--- src/sv/hnl_pkg.sv ---
// Package for the half neighbour list builder: widths, payload structs, FSM states.
// No dependencies.
package hnl_pkg;
    localparam int MAX_PARTICLES = 64;
    localparam int POS_W  = 24;
    localparam int LIST_W = 11;
    localparam int CUT_W  = 50;
    localparam int CNT_W  = 7;
    localparam logic [CUT_W-1:0] CUTOFF_RESET = 50'd67108864;
    localparam logic [CNT_W-1:0] COUNT_RESET  = 7'd64;
    localparam logic REQ_LOAD = 1'b0;
    localparam logic REQ_SCAN = 1'b1;
    localparam logic CFG_CUTOFF = 1'b0;
    localparam logic CFG_COUNT  = 1'b1;

    typedef struct packed {
        logic              req_type;
        logic [5:0]        particle_index;
        logic signed [23:0] pos_x;
        logic signed [23:0] pos_y;
        logic signed [23:0] pos_z;
    } t_in;

    typedef struct packed {
        logic [5:0]        neighbour_index;
        logic [LIST_W-1:0] list_position;
        logic [LIST_W-1:0] row_start;
        logic [LIST_W-1:0] row_end;
        logic              last;
    } t_out;

    typedef struct packed {
        logic signed [POS_W-1:0] x;
        logic signed [POS_W-1:0] y;
        logic signed [POS_W-1:0] z;
    } t_pos;

    typedef enum logic [1:0] {
        S_IDLE, S_SCAN, S_DRAIN, S_BOUNDS
    } t_state;
endpackage

--- src/sv/hnl_dist.sv ---
// Two-stage squared distance compare against the cutoff.
// Uses hnl_pkg.
module hnl_dist (
    input  logic                         i_clk,
    input  logic                         i_en,
    input  hnl_pkg::t_pos                i_a,
    input  hnl_pkg::t_pos                i_b,
    input  logic [hnl_pkg::CUT_W-1:0]    i_cutoff,
    output logic                         o_hit
);
    logic signed [24:0] w_dx, w_dy, w_dz;
    logic [47:0] r_sx, r_sy, r_sz;
    logic [49:0] w_sum;
    logic r_hit;
    assign w_dx = 25'(i_a.x) - 25'(i_b.x);
    assign w_dy = 25'(i_a.y) - 25'(i_b.y);
    assign w_dz = 25'(i_a.z) - 25'(i_b.z);
    // Both stages hold while the sequencer stalls, so they stay in step with its indexes.
    always_ff @(posedge i_clk) begin
        if (i_en) begin
            r_sx  <= 48'(w_dx * w_dx);
            r_sy  <= 48'(w_dy * w_dy);
            r_sz  <= 48'(w_dz * w_dz);
            r_hit <= w_sum < i_cutoff;
        end
    end
    assign w_sum = 50'(r_sx) + 50'(r_sy) + 50'(r_sz);
    assign o_hit = r_hit;
endmodule

--- config.mk ---
export PLATFORM = sky130hd
export DESIGN_NAME = hnl_dist
export DESIGN_NICKNAME = d
export VERILOG_FILES = /design/src/sv/hnl_pkg.sv /design/src/sv/hnl_dist.sv
export SDC_FILE = /design/constraint.sdc
export NUM_CORES = 2
export LEC_CHECK = 0
export ABC_CLOCK_PERIOD_IN_PS = 13650
export CORE_UTILIZATION = 65
export DETAILED_ROUTE_END_ITERATION = 8
export DONT_BUFFER_PORTS = 1
export GPL_TIMING_DRIVEN = 0
export PLACE_DENSITY = 0.78
export SYNTH_ARGS = -nofsm -noshare
export SYNTH_HDL_FRONTEND = slang
export SYNTH_SLANG_ARGS = --single-unit
--- constraint.sdc ---
create_clock -name i_clk -period 13.65 [get_ports i_clk]
set_input_delay 4.095 -clock i_clk [delete_from_list [all_inputs] [get_ports i_clk]]
set_output_delay 4.095 -clock i_clk [all_outputs]
set_load 0.02 [all_outputs]
==> flow_summary.toml <==
[global_routing]
grt_util_all_layers = 0.380
antenna_found_initial = 6
grt_overflow = 0
grt_pass1_wl_um = 316000
grt_max_degree = 143
grt_pass1_vias = 56600

[die]
die_area_sq_um = 110000
die_x_um = 332
core_area_sq_um = 108000
start_util = 0.658
io_pins = 197
rows = 120
die_h_um = 332

[worst_setup_path]
cp_slowest_cell = "fa_1"
worstReg2RegStart = "r_sx[11]"
crit_type = "primary input to flop"
cp_slowest_stage_delay_ns = 0.55
startpoint_type = "primary input"
crit_required_ns = 13.85
timing.rr.end = "o_hit"
worst-endpoint-arrival_ns = 13.73
end_kind = "flop"
worst-r2r-setup-slack_ns = 7.61
crit_fanout = 10
reg2regPathDepth = 19
cp_common_cell = "fa_1"

[worst_hold_path]
hp-start = "r_sz[47]"
min_path_type = "flop to flop"
hold-path-endpoint = "o_hit"
holdPathStages = 7

[sta]
setup_slack_ns = 0.117
period_needed_ns = 13.53
rsz0062_at_grt = "yes"
finalHoldViolations = 0
report.final.slew_viol_count = 0
max_freq_mhz = 73.9
setup_viol = 0
min_period_over_period = 0.991
worst_slew_pin_slew_ns = 1.31
slew_headroom = 0.121
fin_skew_ns = 0.0114

[finish]
final_cell_mix = "inv_1 (1935), fa_1 (1816), nor2_1 (655)"
final_common_cell = "inv_1"
drive_gt1_frac = 0.0541
areaGrowthSynthToFinish_pct = 5.72
n_fill_cell = 8306
seq_area_sq_um = 4260
nets = 10000
fin_cells = 8818
multiInputGateArea_sq_um = 59300

[drt]
drt_iter0_drc = 4619
wire_per_inst_um = 22.9
num_vias = 52100
wl_um = 202000
postRouteAntennaNets = 0
vias_per_cell = 5.91
remaining_drc_errors = 0
firstDrtPassIters = 9

[placed_design]
detailed_place_hpwl_um = 170000
port_buffers = 0
placedCellCount = 8731
place_worst_setup_slack_ns = -2.10
gp_congestion = 1.02

[synthesis]
async_flop_share = 0
ys_ff_latch = 142
netlist_top_cells_area = "fa_1 (52%), ha_1 (10%), inv_1 (10%)"
synth_edf_count = 142
synth.avg_cell_area_sq_um = 9.65
synth_flop_cell = "edfxtp_1"
ys_types = 100
seq_area_frac_synth = 0.0603
synthesis.area_sq_um = 70700
ys_warn_count = 0
synth.top_cell.area_share = 0.517
yosysTopAreaCell = "fa_1"
synth_cells = 7326

[run]
cap_violations = 0

[run_status]
status = "complete, no violations"

[clock_tree]
tritoncts = "built"
cts_buffers = 17
cts_hold_buf = 0
path_clk_slew_ns = 0.07
clockBufferDepth = 2
cts_sinks = 142
htree_levels = 4
cts_root_buf = "clkbuf_16"
worstSkewPairLatency_ns = 0.46
-- cell type report --
cell class / instances / area share
clock inverter: 15 / 0.00279
sequential: 142 / 0.0570
tap: 1403 / 0.0235
inverter: 1976 / 0.100
timing repair buffer: 56 / 0.00596
buffer: 164 / 0.0115
multi-input combinational: 5039 / 0.793
antenna: 6 / 0.000201
clock buffer: 17 / 0.00569
-- cells by family (layout without fill, tap and decap cells) --
logic type               count (synthesis)  count (layout)  synth area share
XOR/XNOR                               284             284            0.0358
AND/OR/NAND/NOR                       1602            1602            0.0972
multiplexers                             5               5          0.000708
buffers and inverters                 2146            2228             0.115
adder cells (fa/ha/maj)               2413            2413             0.621
other                                    2               9          0.000106
AO/OA/AOI/OAI                          732             732            0.0704
flip-flops                             142             142            0.0603
-- stage by stage --
stage	hold slack [ns]	instance area, sq um	util	TNS (ns)
floorplan	1.12	70700	-	0
global placement	1.25	72500	0.674	-95.58
detailed placement	1.28	72500	0.675	-81.03
CTS	1.30	74000	0.688	-0.00547
global route	1.39	74800	0.695	-0.293
finish	1.31	74800	0.696	0
-- worst max-delay path: cells and delay by family --
family                     cells  cell delay (ns)
AOI/OAI and AO/OA             11             2.15
xor gates and xnor gates       1             0.39
adders and majority gates      9             4.11
buffers and inverters         10             1.19
and+or+nand+nor                7             1.75
-- Yosys cell counts, drive strengths merged, types with 8 or more instances --
cell,instances
nor4,8
buf,40
nor3,51
a2111oi,9
o21bai,29
a21boi,10
and3,24
nand4,27
a31oi,17
or3,13
a211oi,30
edfxtp,142
nand3,53
and2,43
inv,1964
or2,13
o211ai,17
clkbuf,130
a21oi,199
xor2,66
fa,1827
o21a,40
o31ai,20
nor2,672
o22ai,8
clkinv,12
nand2b,46
xnor2,218
o21ai,117
a21o,146
a221o,8
a221oi,11
nand2,581
ha,586
o2111ai,8
nor2b,40
-- state kept, by name (all words and copies together) (netlist names) --
name	cells
r_sx	47
r_sz	47
o_hit	1
r_sy	47
-- worst max path at each step --
stage,start,end
floorplan,i_b[2],r_sz[46]
global placement,i_a[24],r_sy[44]
detailed placement,i_a[48],r_sx[46]
CTS,i_a[48],r_sx[46]
global route,i_b[49],r_sx[46]
finish,i_b[49],r_sx[46]
-- routing by layer --
metal	global-route usage	part of all wire	vias to the layer above
met5	0.000868	0.00018	-
met2	0.587	0.45	2900
met1	0.508	0.38	26500
met4	0.148	0.048	6
li1	-	-	22100
met3	0.116	0.12	605
-- repair_timing --
item                       4_1_cts  5_1_grt
gates resized for setup        148      202
pin swaps                       15       34
setup buffers                   24       31
setup endpoints to repair       67       43
Power is left out: the tool's default activity adds up to more than one toggle a clock period on the data nets, which glitch-free logic cannot reach.
