### config.mk
export PLATFORM = sky130hd
export DESIGN_NAME = hnl_cell
export DESIGN_NICKNAME = d
export VERILOG_FILES = /design/src/sv/hnl_pkg.sv /design/src/sv/hnl_cell.sv
export SDC_FILE = /design/constraint.sdc
export NUM_CORES = 1
export LEC_CHECK = 0
export ABC_AREA = 1
export BUFFER_PORTS_ARGS = -buffer_cell sky130_fd_sc_hd__buf_4
export CAP_MARGIN = 25
export CORE_MARGIN = 2
export CORE_UTILIZATION = 45
export DETAILED_ROUTE_END_ITERATION = 12
export PLACE_DENSITY = 0.95
export SLEW_MARGIN = 20
export SYNTH_ARGS = -nofsm -noshare
export SYNTH_HDL_FRONTEND = slang
export SYNTH_SLANG_ARGS = --single-unit
### constraint.sdc
create_clock -name i_clk -period 8.22 [get_ports i_clk]
set_input_delay 1.233 -clock i_clk [delete_from_list [all_inputs] [get_ports i_clk]]
set_output_delay 1.233 -clock i_clk [all_outputs]
set_load 0.02 [all_outputs]
### src/sv/hnl_pkg.sv
// Package for the half neighbour list builder: widths, payload structs, FSM states.
// No dependencies.
package hnl_pkg;
    localparam int MAX_PARTICLES = 64;
    localparam int POS_W  = 24;
    localparam int LIST_W = 11;
    localparam int CUT_W  = 50;
    localparam int CNT_W  = 7;
    localparam logic [CUT_W-1:0] CUTOFF_RESET = 50'd67108864;
    localparam logic [CNT_W-1:0] COUNT_RESET  = 7'd64;
    localparam logic REQ_LOAD = 1'b0;
    localparam logic REQ_SCAN = 1'b1;
    localparam logic CFG_CUTOFF = 1'b0;
    localparam logic CFG_COUNT  = 1'b1;

    typedef struct packed {
        logic              req_type;
        logic [5:0]        particle_index;
        logic signed [23:0] pos_x;
        logic signed [23:0] pos_y;
        logic signed [23:0] pos_z;
    } t_in;

    typedef struct packed {
        logic [5:0]        neighbour_index;
        logic [LIST_W-1:0] list_position;
        logic [LIST_W-1:0] row_start;
        logic [LIST_W-1:0] row_end;
        logic              last;
    } t_out;

    typedef struct packed {
        logic signed [POS_W-1:0] x;
        logic signed [POS_W-1:0] y;
        logic signed [POS_W-1:0] z;
    } t_pos;

    typedef enum logic [1:0] {
        S_IDLE, S_SCAN, S_DRAIN, S_BOUNDS
    } t_state;
endpackage

### src/sv/hnl_cell.sv
// One cell of the particle chain: stores one position and, during a scan,
// passes its stored position on to its neighbor. Uses hnl_pkg.
module hnl_cell #(
    parameter int IDX_W = 6,
    parameter int MY_IDX = 0
) (
    input  logic           i_clk,
    input  logic           i_load,
    input  logic [IDX_W-1:0] i_load_index,
    input  hnl_pkg::t_pos  i_load_pos,
    input  logic           i_shift,
    input  hnl_pkg::t_pos  i_prev,
    output hnl_pkg::t_pos  o_pos
);
    hnl_pkg::t_pos r_pos;
    // A scan rotates the chain so the cell at the head sees each particle in turn;
    // the full rotation returns every position to its own cell.
    always_ff @(posedge i_clk) begin
        if (i_load && i_load_index == IDX_W'(MY_IDX)) begin
            r_pos <= i_load_pos;
        end else if (i_shift) begin
            r_pos <= i_prev;
        end
    end
    assign o_pos = r_pos;
endmodule

==> run_results.csv, run 1 <==
group,metric,value,unit
run_status,status,"completed",
cts,cts_buffer_depth,2,
cells_and_area,n_antenna_cell,0,
critical_path,criticalPathCategory,"primary input to flop",
cts,cts_buffers,9,
drt,wl_per_cell,14.9,um
cells_and_area,regArea,2160,um2
cts,cts.sink_count,72,
power_and_ir_drop,combPwrFrac,20.2,%
yosys,synth_fp_nets,475,
power_and_ir_drop,power_density,171,nW/um2
yosys,yosys_warnings,0,
drt,avgViaCountPerCell,4.90,
yosys,seq_area_frac_synth,65.8,%
cts,cts_root_buf,"clkbuf_8",
timing,final.min_clock_period,3.83,ns
drt,route.met2.wl,5280,um
timing,finalWorstSetupSlack,4.39,ns
drt,met1_length,3270,um
drt,vias,3143,
placed_design,dpl.hpwl,6850,um
hold_path,worstHoldStart,"i_prev[25]",
placed_design,dpl_worst_slack,4.06,ns
job,maxCapViolCount,0,
drt,drc_errors,0,
critical_path,cpPeakStageDelay,0.92,ns
cells_and_area,largest_reg_flops,72,
yosys,synth_seq_cells,72,
cells_and_area,area_delta_synth_final,56.5,%
drt,routed_wl,9540,um
yosys,yosys.area.top_type,"edfxtp_1",
timing,slew_headroom,37.3,%
floorplan,die_height,89.5,um
placed_design,portBuffers,224,
drt,ant_nets,0,
global_route,gr-total-overflow,0,
timing,holdWs,1.16,ns
global_route,grt_pass1_wl,13700,um
drt,first_pass_iters,4,
cells_and_area,fill_cells,528,
yosys,synth_top_area_share,65.8,%
cells_and_area,drive_gt1_share,44.6,%
yosys,syn_area,3290,um2
global_route,grt_antenna_before_repair,0,
power_and_ir_drop,pwr-share-seq,50.9,%
global_route,grt_use_total,22.7,%
critical_path,start_kind,"primary input",
placed_design,place_area,4960,um2
hold_path,hold_class,"primary input to flop",
timing,hold_viol,0,
power_and_ir_drop,p_leak,2.54,nW
drt,drt_iter0_markers,154,
floorplan,io_pins,225,
timing,fin_tns_setup,0,ns
cts,cts_htree_levels,3,
critical_path,crit_chain,"buf_4 > inv_1 > nand2_1 > nor2_4 > buf_4 > nand2_4 > nand2_4",
yosys,async_flop_share,0,%
floorplan,core,7180,um2
yosys,synth_xor_area_share,0,%
critical_path,arrival,3.78,ns
timing,grt_setup_unrepaired,"no",
timing,slew_viol_final,0,
cells_and_area,post-route-cell-area,5140,um2
cts,cts_setup_buffers,0,
floorplan,start_util,45.8,%
timing,worst_slew_pin_slew,0.941,ns
critical_path,critPathRequiredTime,8.17,ns
cts,cts_tree,"built",
floorplan,die_w,89.5,um
yosys,synth_edf_count,72,
cells_and_area,finish.net_count,691,
hold_path,whs_endpoint,"o_pos[25]$_DFFE_PP_",
yosys,yosysUniqueCellTypes,10,
cts,holdBufCountCts,0,
global_route,grt_max_degree,74,
yosys,synthMuxAreaShare,0,%
timing,setup_violations,0,
critical_path,crit_slowest_cell,"nand2_4",
hold_path,hold_depth,3,
floorplan,dieArea,8000,um2
yosys,synth_top_family_by_area,"simple AND/OR/NAND/NOR gates",
placed_design,place.gp.congestion,0.709,
cells_and_area,multiInputGateArea,960,um2
power_and_ir_drop,p_int,662,uW
yosys,synth_compound_area_share,0,%
global_route,grt_pass1_vias,2994,
drt,routed.top_layer,"met4",
power_and_ir_drop,power.clock.fraction,28.9,%
floorplan,rows,31,
critical_path,cp_max_fo,73,
drt,wl_met3,827,um
cts,clk_pin_slew,0.08,ns
yosys,synth_fa_ha_area_share,0,%
yosys,synth_commonest_cells,"nand2_1 (147), edfxtp_1 (72), nand3_1 (72)",
cts,ctsResizeCount,0,
yosys,synth_ff_type,"edfxtp_1",
power_and_ir_drop,power_switching,219,uW
critical_path,end_kind,"flop",
timing,max_freq,0.261,GHz
critical_path,worst-path-buf-inv,3,
yosys,synth.most_common_cell,"nand2_1",
yosys,ys_top_cells_by_area,"edfxtp_1 (66%), nand2_1 (17%), nand3_1 (11%)",
critical_path,path_delay_family,"simple AND/OR/NAND/NOR gates",
yosys,syn_inst,322,
power_and_ir_drop,swShare,24.8,%
yosys,synth_simple_gate_area_share,29.0,%
timing,fin_crit_sh,46.6,%
power_and_ir_drop,ir_worst_vdd,0.0000934,V
yosys,synth.avg_cell_area,10.2,um2
[metrics by stage]
step	cells	power [mW]	util [%]
after global placement	626	0.629	69.2
after global routing	642	0.917	71.6
final	642	0.881	71.6
after CTS	642	0.886	71.6
after floorplan	322	0.524	-
after detailed placement	626	0.635	69.2
[tightest hold or removal path: cells and delay by family]
family        cells  cell delay, ns
buf+inv           1            0.08
simple gates      2            0.08
[worst max-delay path by stage]
stage / depth (start not counted) / slack, ns / endpoint / startpoint
finish: 7 / 4.39 / o_pos[36]$_DFFE_PP_ / i_load_index[5]
global route: 7 / 4.19 / o_pos[42]$_DFFE_PP_ / i_load_index[5]
CTS: 7 / 4.41 / o_pos[4]$_DFFE_PP_ / i_load_index[5]
detailed placement: 7 / 4.06 / o_pos[3]$_DFFE_PP_ / i_load_index[5]
global placement: 7 / 4.25 / o_pos[3]$_DFFE_PP_ / i_load_index[5]
floorplan: 6 / 4.44 / o_pos[0]$_DFFE_PP_ / i_load_index[3]
[power groups by stage]
stage	combinational [mW]	sequential, mW	clock (mW)
after CTS	0.179	0.449	0.259
final	0.178	0.448	0.255
after detailed placement	0.178	0.457	0
after global routing	0.190	0.451	0.275
after floorplan	0.0287	0.496	0
after global placement	0.174	0.455	0
[cells in the final DEF, fill, tap and decap left out]
cell and instances:
buf_4 226, nand2_1 146, nand3_1 72, edfxtp_1 72, clkbuf_8 9, clkinv_1 6
inv_1 5, nor2_4 2, nand2_4 2, inv_2 1, nand2_2 1, bufinv_16 1
[cells by family (layout without fill, tap and decap cells)]
logic type             Yosys count  after routing
buffers and inverters           27            248
DFF                             72             72
and+or+nand+nor                223            223
[area by class of cell]
class	instances	area share, %
Tap cell	99	2.41
Multi-Input combinational cell	223	18.7
Clock inverter	7	1.02
Sequential cell	72	42.1
Clock buffer	9	2.41
Inverter	6	0.438
Timing Repair Buffer	226	33.0
[routing by layer]
layer / vias to the layer above / global-route usage, %
li1: 1522 / -
met1: 1446 / 24.4
met2: 160 / 42.8
met3: 15 / 6.09
met4: 0 / 7.87
met5: - / 0
(Power assumes the default switching activity.)
==> run 2: changes to the inputs <==
--- a/config.mk
+++ b/config.mk
@@ -9,9 +9,9 @@
 export BUFFER_PORTS_ARGS = -buffer_cell sky130_fd_sc_hd__buf_4
 export CAP_MARGIN = 25
 export CORE_MARGIN = 2
-export CORE_UTILIZATION = 45
+export CORE_UTILIZATION = 42
 export DETAILED_ROUTE_END_ITERATION = 12
-export PLACE_DENSITY = 0.95
+export PLACE_DENSITY = 0.9
 export SLEW_MARGIN = 20
 export SYNTH_ARGS = -nofsm -noshare
 export SYNTH_HDL_FRONTEND = slang
==> constraint.sdc (replaced) <==
create_clock -name i_clk -period 3.8 [get_ports i_clk]
set_input_delay 0.57 -clock i_clk [delete_from_list [all_inputs] [get_ports i_clk]]
set_output_delay 0.57 -clock i_clk [all_outputs]
set_load 0.02 [all_outputs]
==> run 2 against run 1 <==
Combinational power up 120%. Flip-flop and latch count unchanged. Die area up 6.8%. Core utilization down 3.9 points. Routed wire length up 1.5%. First-iteration DRC count down 21%. Sequential share of layout area down 0.31 points. Power up 130%. Largest cell class unchanged.
==> run_results.csv, run 2 (synthesis results as in run 1) <==
group,metric,value,unit
timing,fin_tns_setup,0,ns
timing,final.min_clock_period,2.33,ns
drt,ant_nets,0,
cts,cts_buffers,9,
timing,setup_violations,0,
power_and_ir_drop,p_leak,2.55,nW
drt,wl_per_cell,15.0,um
placed_design,dpl.hpwl,6890,um
global_route,grt_antenna_before_repair,0,
cts,clk_pin_slew,0.08,ns
cells_and_area,finish.net_count,691,
cts,ctsResizeCount,0,
critical_path,criticalPathCategory,"primary input to flop",
global_route,grt_pass1_wl,14100,um
cells_and_area,final_cell_mix,"buf_4 (226), nand2_1 (146), nand3_1 (72), edfxtp_1 (72), clkbuf_8 (9)",
cts,cts_root_buf,"clkbuf_8",
timing,grt_setup_unrepaired,"no",
cts,cts_tree,"built",
cells_and_area,n_antenna_cell,0,
floorplan,rows,32,
global_route,grt_max_degree,74,
cells_and_area,fill_cells,585,
cells_and_area,area_delta_synth_final,57.7,%
run_status,status,"completed",
hold_path,hold_class,"primary input to flop",
critical_path,path_common_cell,"nand2_4",
cells_and_area,regArea,2160,um2
drt,drt_iter0_markers,121,
cts,holdBufCountCts,0,
power_and_ir_drop,p_total,1.99,mW
drt,first_pass_iters,5,
power_and_ir_drop,ir_worst_vdd,0.000264,V
critical_path,arrival,2.28,ns
cts,cts_setup_buffers,0,
global_route,gr-total-overflow,0,
cts,cts.sink_count,72,
power_and_ir_drop,power_density,385,nW/um2
cells_and_area,multiInputGateArea,960,um2
cells_and_area,final_common_cell,"buf_4",
cells_and_area,fin_util,67.7,%
drt,vias,3151,
floorplan,dieArea,8550,um2
critical_path,critPathRequiredTime,3.75,ns
hold_path,hold_depth,3,
critical_path,start_kind,"primary input",
timing,slew_viol_final,0,
global_route,grt_pass1_vias,2968,
critical_path,end_kind,"flop",
floorplan,io_pins,225,
floorplan,die_w,92.4,um
drt,routed_wl,9680,um
placed_design,portBuffers,224,
job,maxCapViolCount,0,
cts,cts_htree_levels,3,
cts,cts_buffer_depth,2,
critical_path,crit_slowest_cell,"nand2_4",
hold_path,whs_endpoint,"o_pos[39]$_DFFE_PP_",
timing,hold_viol,0,
timing,slew_headroom,38.3,%
floorplan,die_height,92.4,um
timing,max_freq,0.430,GHz
critical_path,cp_max_fo,73,
floorplan,core,7650,um2
critical_path,crit_chain,"buf_4 > inv_1 > nand2_1 > nor2_4 > nand2_4 > nand2_4",
timing,fin_crit_sh,61.3,%
drt,drc_errors,0,
critical_path,cpPeakStageDelay,0.89,ns
global_route,grt_use_total,21.3,%
cells_and_area,largest_reg_flops,72,
hold_path,worstHoldStart,"i_prev[39]",
floorplan,start_util,43.0,%
placed_design,place.gp.congestion,0.826,
cells_and_area,drive_gt1_share,45.1,%
drt,avgViaCountPerCell,4.89,
timing,worst_slew_pin_slew,0.925,ns
-- run 2: power breakdown --
| part | switching (mW) | leakage, nW | internal, mW | total, mW |
|---|---|---|---|---|
| combinational | 0.193 | 1.74 | 0.193 | 0.386 |
| clock | 0.272 | 0.102 | 0.367 | 0.639 |
| sequential | 0.0189 | 0.705 | 0.949 | 0.968 |
| total | 0.483 | 2.55 | 1.51 | 1.99 |
-- run 2: layout make-up --
cell class | instances | area share [%]
Sequential cell | 72 | 41.7
Clock inverter | 6 | 1.62
Clock buffer | 10 | 2.46
Inverter | 6 | 0.435
Tap cell | 102 | 2.46
Timing Repair Buffer | 226 | 32.8
Multi-Input combinational cell | 223 | 18.5
-- run 2: critical path: cells and delay by family --
family,cells,cell delay [ns]
simple gates,4,1.51
buf+inv,2,0.16
-- run 2: worst max-delay path by stage --
stage / start / end / slack, ns / cells after the start
final: i_load_index[0] / o_pos[6]$_DFFE_PP_ / 1.47 / 6
after global routing: i_load_index[0] / o_pos[4]$_DFFE_PP_ / 1.34 / 6
after CTS: i_load_index[0] / o_pos[6]$_DFFE_PP_ / 1.47 / 6
after detailed placement: i_load_index[0] / o_pos[35]$_DFFE_PP_ / 1.12 / 6
after global placement: i_load_index[0] / o_pos[9]$_DFFE_PP_ / 1.21 / 6
after floorplan: i_load_index[3] / o_pos[0]$_DFFE_PP_ / 0.68 / 6
-- run 2: metrics by stage --
stage	setup slack [ns]	std cells	instance area (um2)	hold WS, ns
final	1.47	645	5180	0.494
after global routing	1.34	645	5180	0.485
after CTS	1.47	645	5180	0.485
after detailed placement	1.12	629	4970	0.838
after global placement	1.21	629	4970	0.832
after floorplan	0.684	322	3290	0.749
-- run 2: layer usage --
layer	global-route usage, %	vias up	wire, um
met2	40.3	178	5270
met4	8.71	0	242
met5	0	-	0
met1	21.9	1426	3300
met3	6.18	27	858
li1	-	1520	-
==> run 3: changes to the inputs <==
==> constraint.sdc (replaced) <==
create_clock -name i_clk -period 2.45 [get_ports i_clk]
set_input_delay 0.3675 -clock i_clk [delete_from_list [all_inputs] [get_ports i_clk]]
set_output_delay 0.3675 -clock i_clk [all_outputs]
set_load 0.02 [all_outputs]
==> run 3 against run 2 <==
Sequential power is 55% higher. Setup slack worse by 0.50 ns. Largest power group unchanged. Critical endpoint is now o_pos[9]$_DFFE_PP_. Highest routed layer unchanged. First-iteration DRC count is 3.3% higher.
==> run_results.csv, run 3 (synthesis results as in run 1) <==
group,metric,value,unit
critical_path,start_kind,"primary input",
cts,clk_pin_slew,0.08,ns
cells_and_area,drive_gt1_share,46.0,%
timing,finalWorstSetupSlack,0.977,ns
timing,slew_headroom,51.5,%
cts,ctsResizeCount,0,
global_route,grt_pass1_vias,2996,
drt,drc_errors,0,
cts,cts_buffer_depth,2,
cts,cts_buffers,9,
run_status,status,"completed",
global_route,gr-total-overflow,0,
cells_and_area,largest_reg_flops,72,
cells_and_area,fill_cells,596,
cts,cts.sink_count,72,
critical_path,critPathRequiredTime,2.64,ns
timing,fin_tns_setup,0,ns
critical_path,end_kind,"flop",
drt,drt_iter0_markers,125,
placed_design,portBuffers,224,
floorplan,io_pins,225,
cts,cts_htree_levels,3,
drt,avgViaCountPerCell,4.87,
floorplan,die_height,92.4,um
cts,holdBufCountCts,0,
global_route,grt_max_degree,73,
floorplan,die_w,92.4,um
global_route,grt_antenna_before_repair,0,
placed_design,dpl.hpwl,6840,um
cells_and_area,area_delta_synth_final,58.0,%
power_and_ir_drop,power_density,575,nW/um2
critical_path,path_delay_family,"buffers and inverters",
drt,routed_wl,9350,um
floorplan,rows,32,
global_route,grt_use_total,21.6,%
timing,worst_slew_pin_slew,0.728,ns
drt,ant_nets,0,
floorplan,dieArea,8550,um2
placed_design,dpl_worst_slack,0.658,ns
cts,cts_root_buf,"clkbuf_8",
timing,hold_viol,0,
global_route,grt_pass1_wl,14300,um
floorplan,core,7650,um2
power_and_ir_drop,p_total,2.98,mW
cells_and_area,final_common_cell,"buf_4",
placed_design,place_area,5000,um2
cells_and_area,finish.net_count,694,
drt,vias,3158,
timing,max_freq,0.679,GHz
cells_and_area,post-route-cell-area,5190,um2
critical_path,arrival,1.66,ns
timing,fin_crit_sh,60.1,%
critical_path,cp_max_fo,72,
critical_path,criticalPathCategory,"primary input to flop",
cells_and_area,final_cell_mix,"buf_4 (228), nand2_1 (146), nand3_1 (72), edfxtp_1 (72), clkbuf_8 (9)",
cts,cts_setup_buffers,0,
critical_path,crit_slowest_cell,"buf_4",
critical_path,worst-path-buf-inv,3,
cells_and_area,n_antenna_cell,0,
drt,wl_per_cell,14.4,um
timing,slew_viol_final,0,
drt,first_pass_iters,4,
critical_path,crit_chain,"buf_4 > inv_1 > nand2_1 > nor2_4 > buf_4 > nand3_1 > nand2_1",
cts,cts_tree,"built",
floorplan,start_util,43.0,%
critical_path,cpPeakStageDelay,0.61,ns
placed_design,place.gp.congestion,0.805,
timing,grt_setup_unrepaired,"no",
power_and_ir_drop,p_leak,2.56,nW
timing,final.min_clock_period,1.47,ns
hold_path,hold_class,"primary input to flop",
timing,setup_violations,0,
power_and_ir_drop,ir_worst_vdd,0.000315,V
job,maxCapViolCount,0,
## run 3: changes by cell type in the layout (fill, tap and decap cells not counted), sizes merged
cell / change
clkbuf: -1
clkinv: +2
buf: +3
bufinv: -1
## run 3: metal layers
layer / wire [um] / global-route usage, %
met3: 730 / 5.04
met4: 211 / 8.83
met1: 3400 / 24.6
met2: 5000 / 38.8
met5: 0 / 0
## run 3: power by group
part	leakage, nW	switching (mW)	internal (mW)
clock network	0.0985	0.422	0.461
logic	1.76	0.295	0.304
registers	0.705	0.0286	1.47
## run 3: cell type report
| type | instances | area [um2] | share of cell area [%] |
|---|---|---|---|
| Multi-Input combinational cell | 223 | 960 | 18.5 |
| Clock inverter | 7 | 62.6 | 1.21 |
| Inverter | 6 | 22.5 | 0.434 |
| Tap cell | 102 | 128 | 2.46 |
| Timing Repair Buffer | 229 | 1730 | 33.4 |
| Sequential cell | 72 | 2160 | 41.7 |
| Clock buffer | 9 | 124 | 2.39 |
## run 3: worst paths after layout
check                        from                   to  depth (start not counted)
setup / recovery  i_load_index[3]   o_pos[9]$_DFFE_PP_                          7
hold / removal         i_prev[32]  o_pos[32]$_DFFE_PP_                          3
## run 3: metrics by stage
step	util, %	hold WS (ns)	std cells
6_report	67.9	0.295	648
5_1_grt	67.9	0.279	648
3_3_place_gp	65.4	0.630	632
3_5_place_dp	65.4	0.635	632
2_1_floorplan	-	0.546	322
4_1_cts	67.9	0.280	648
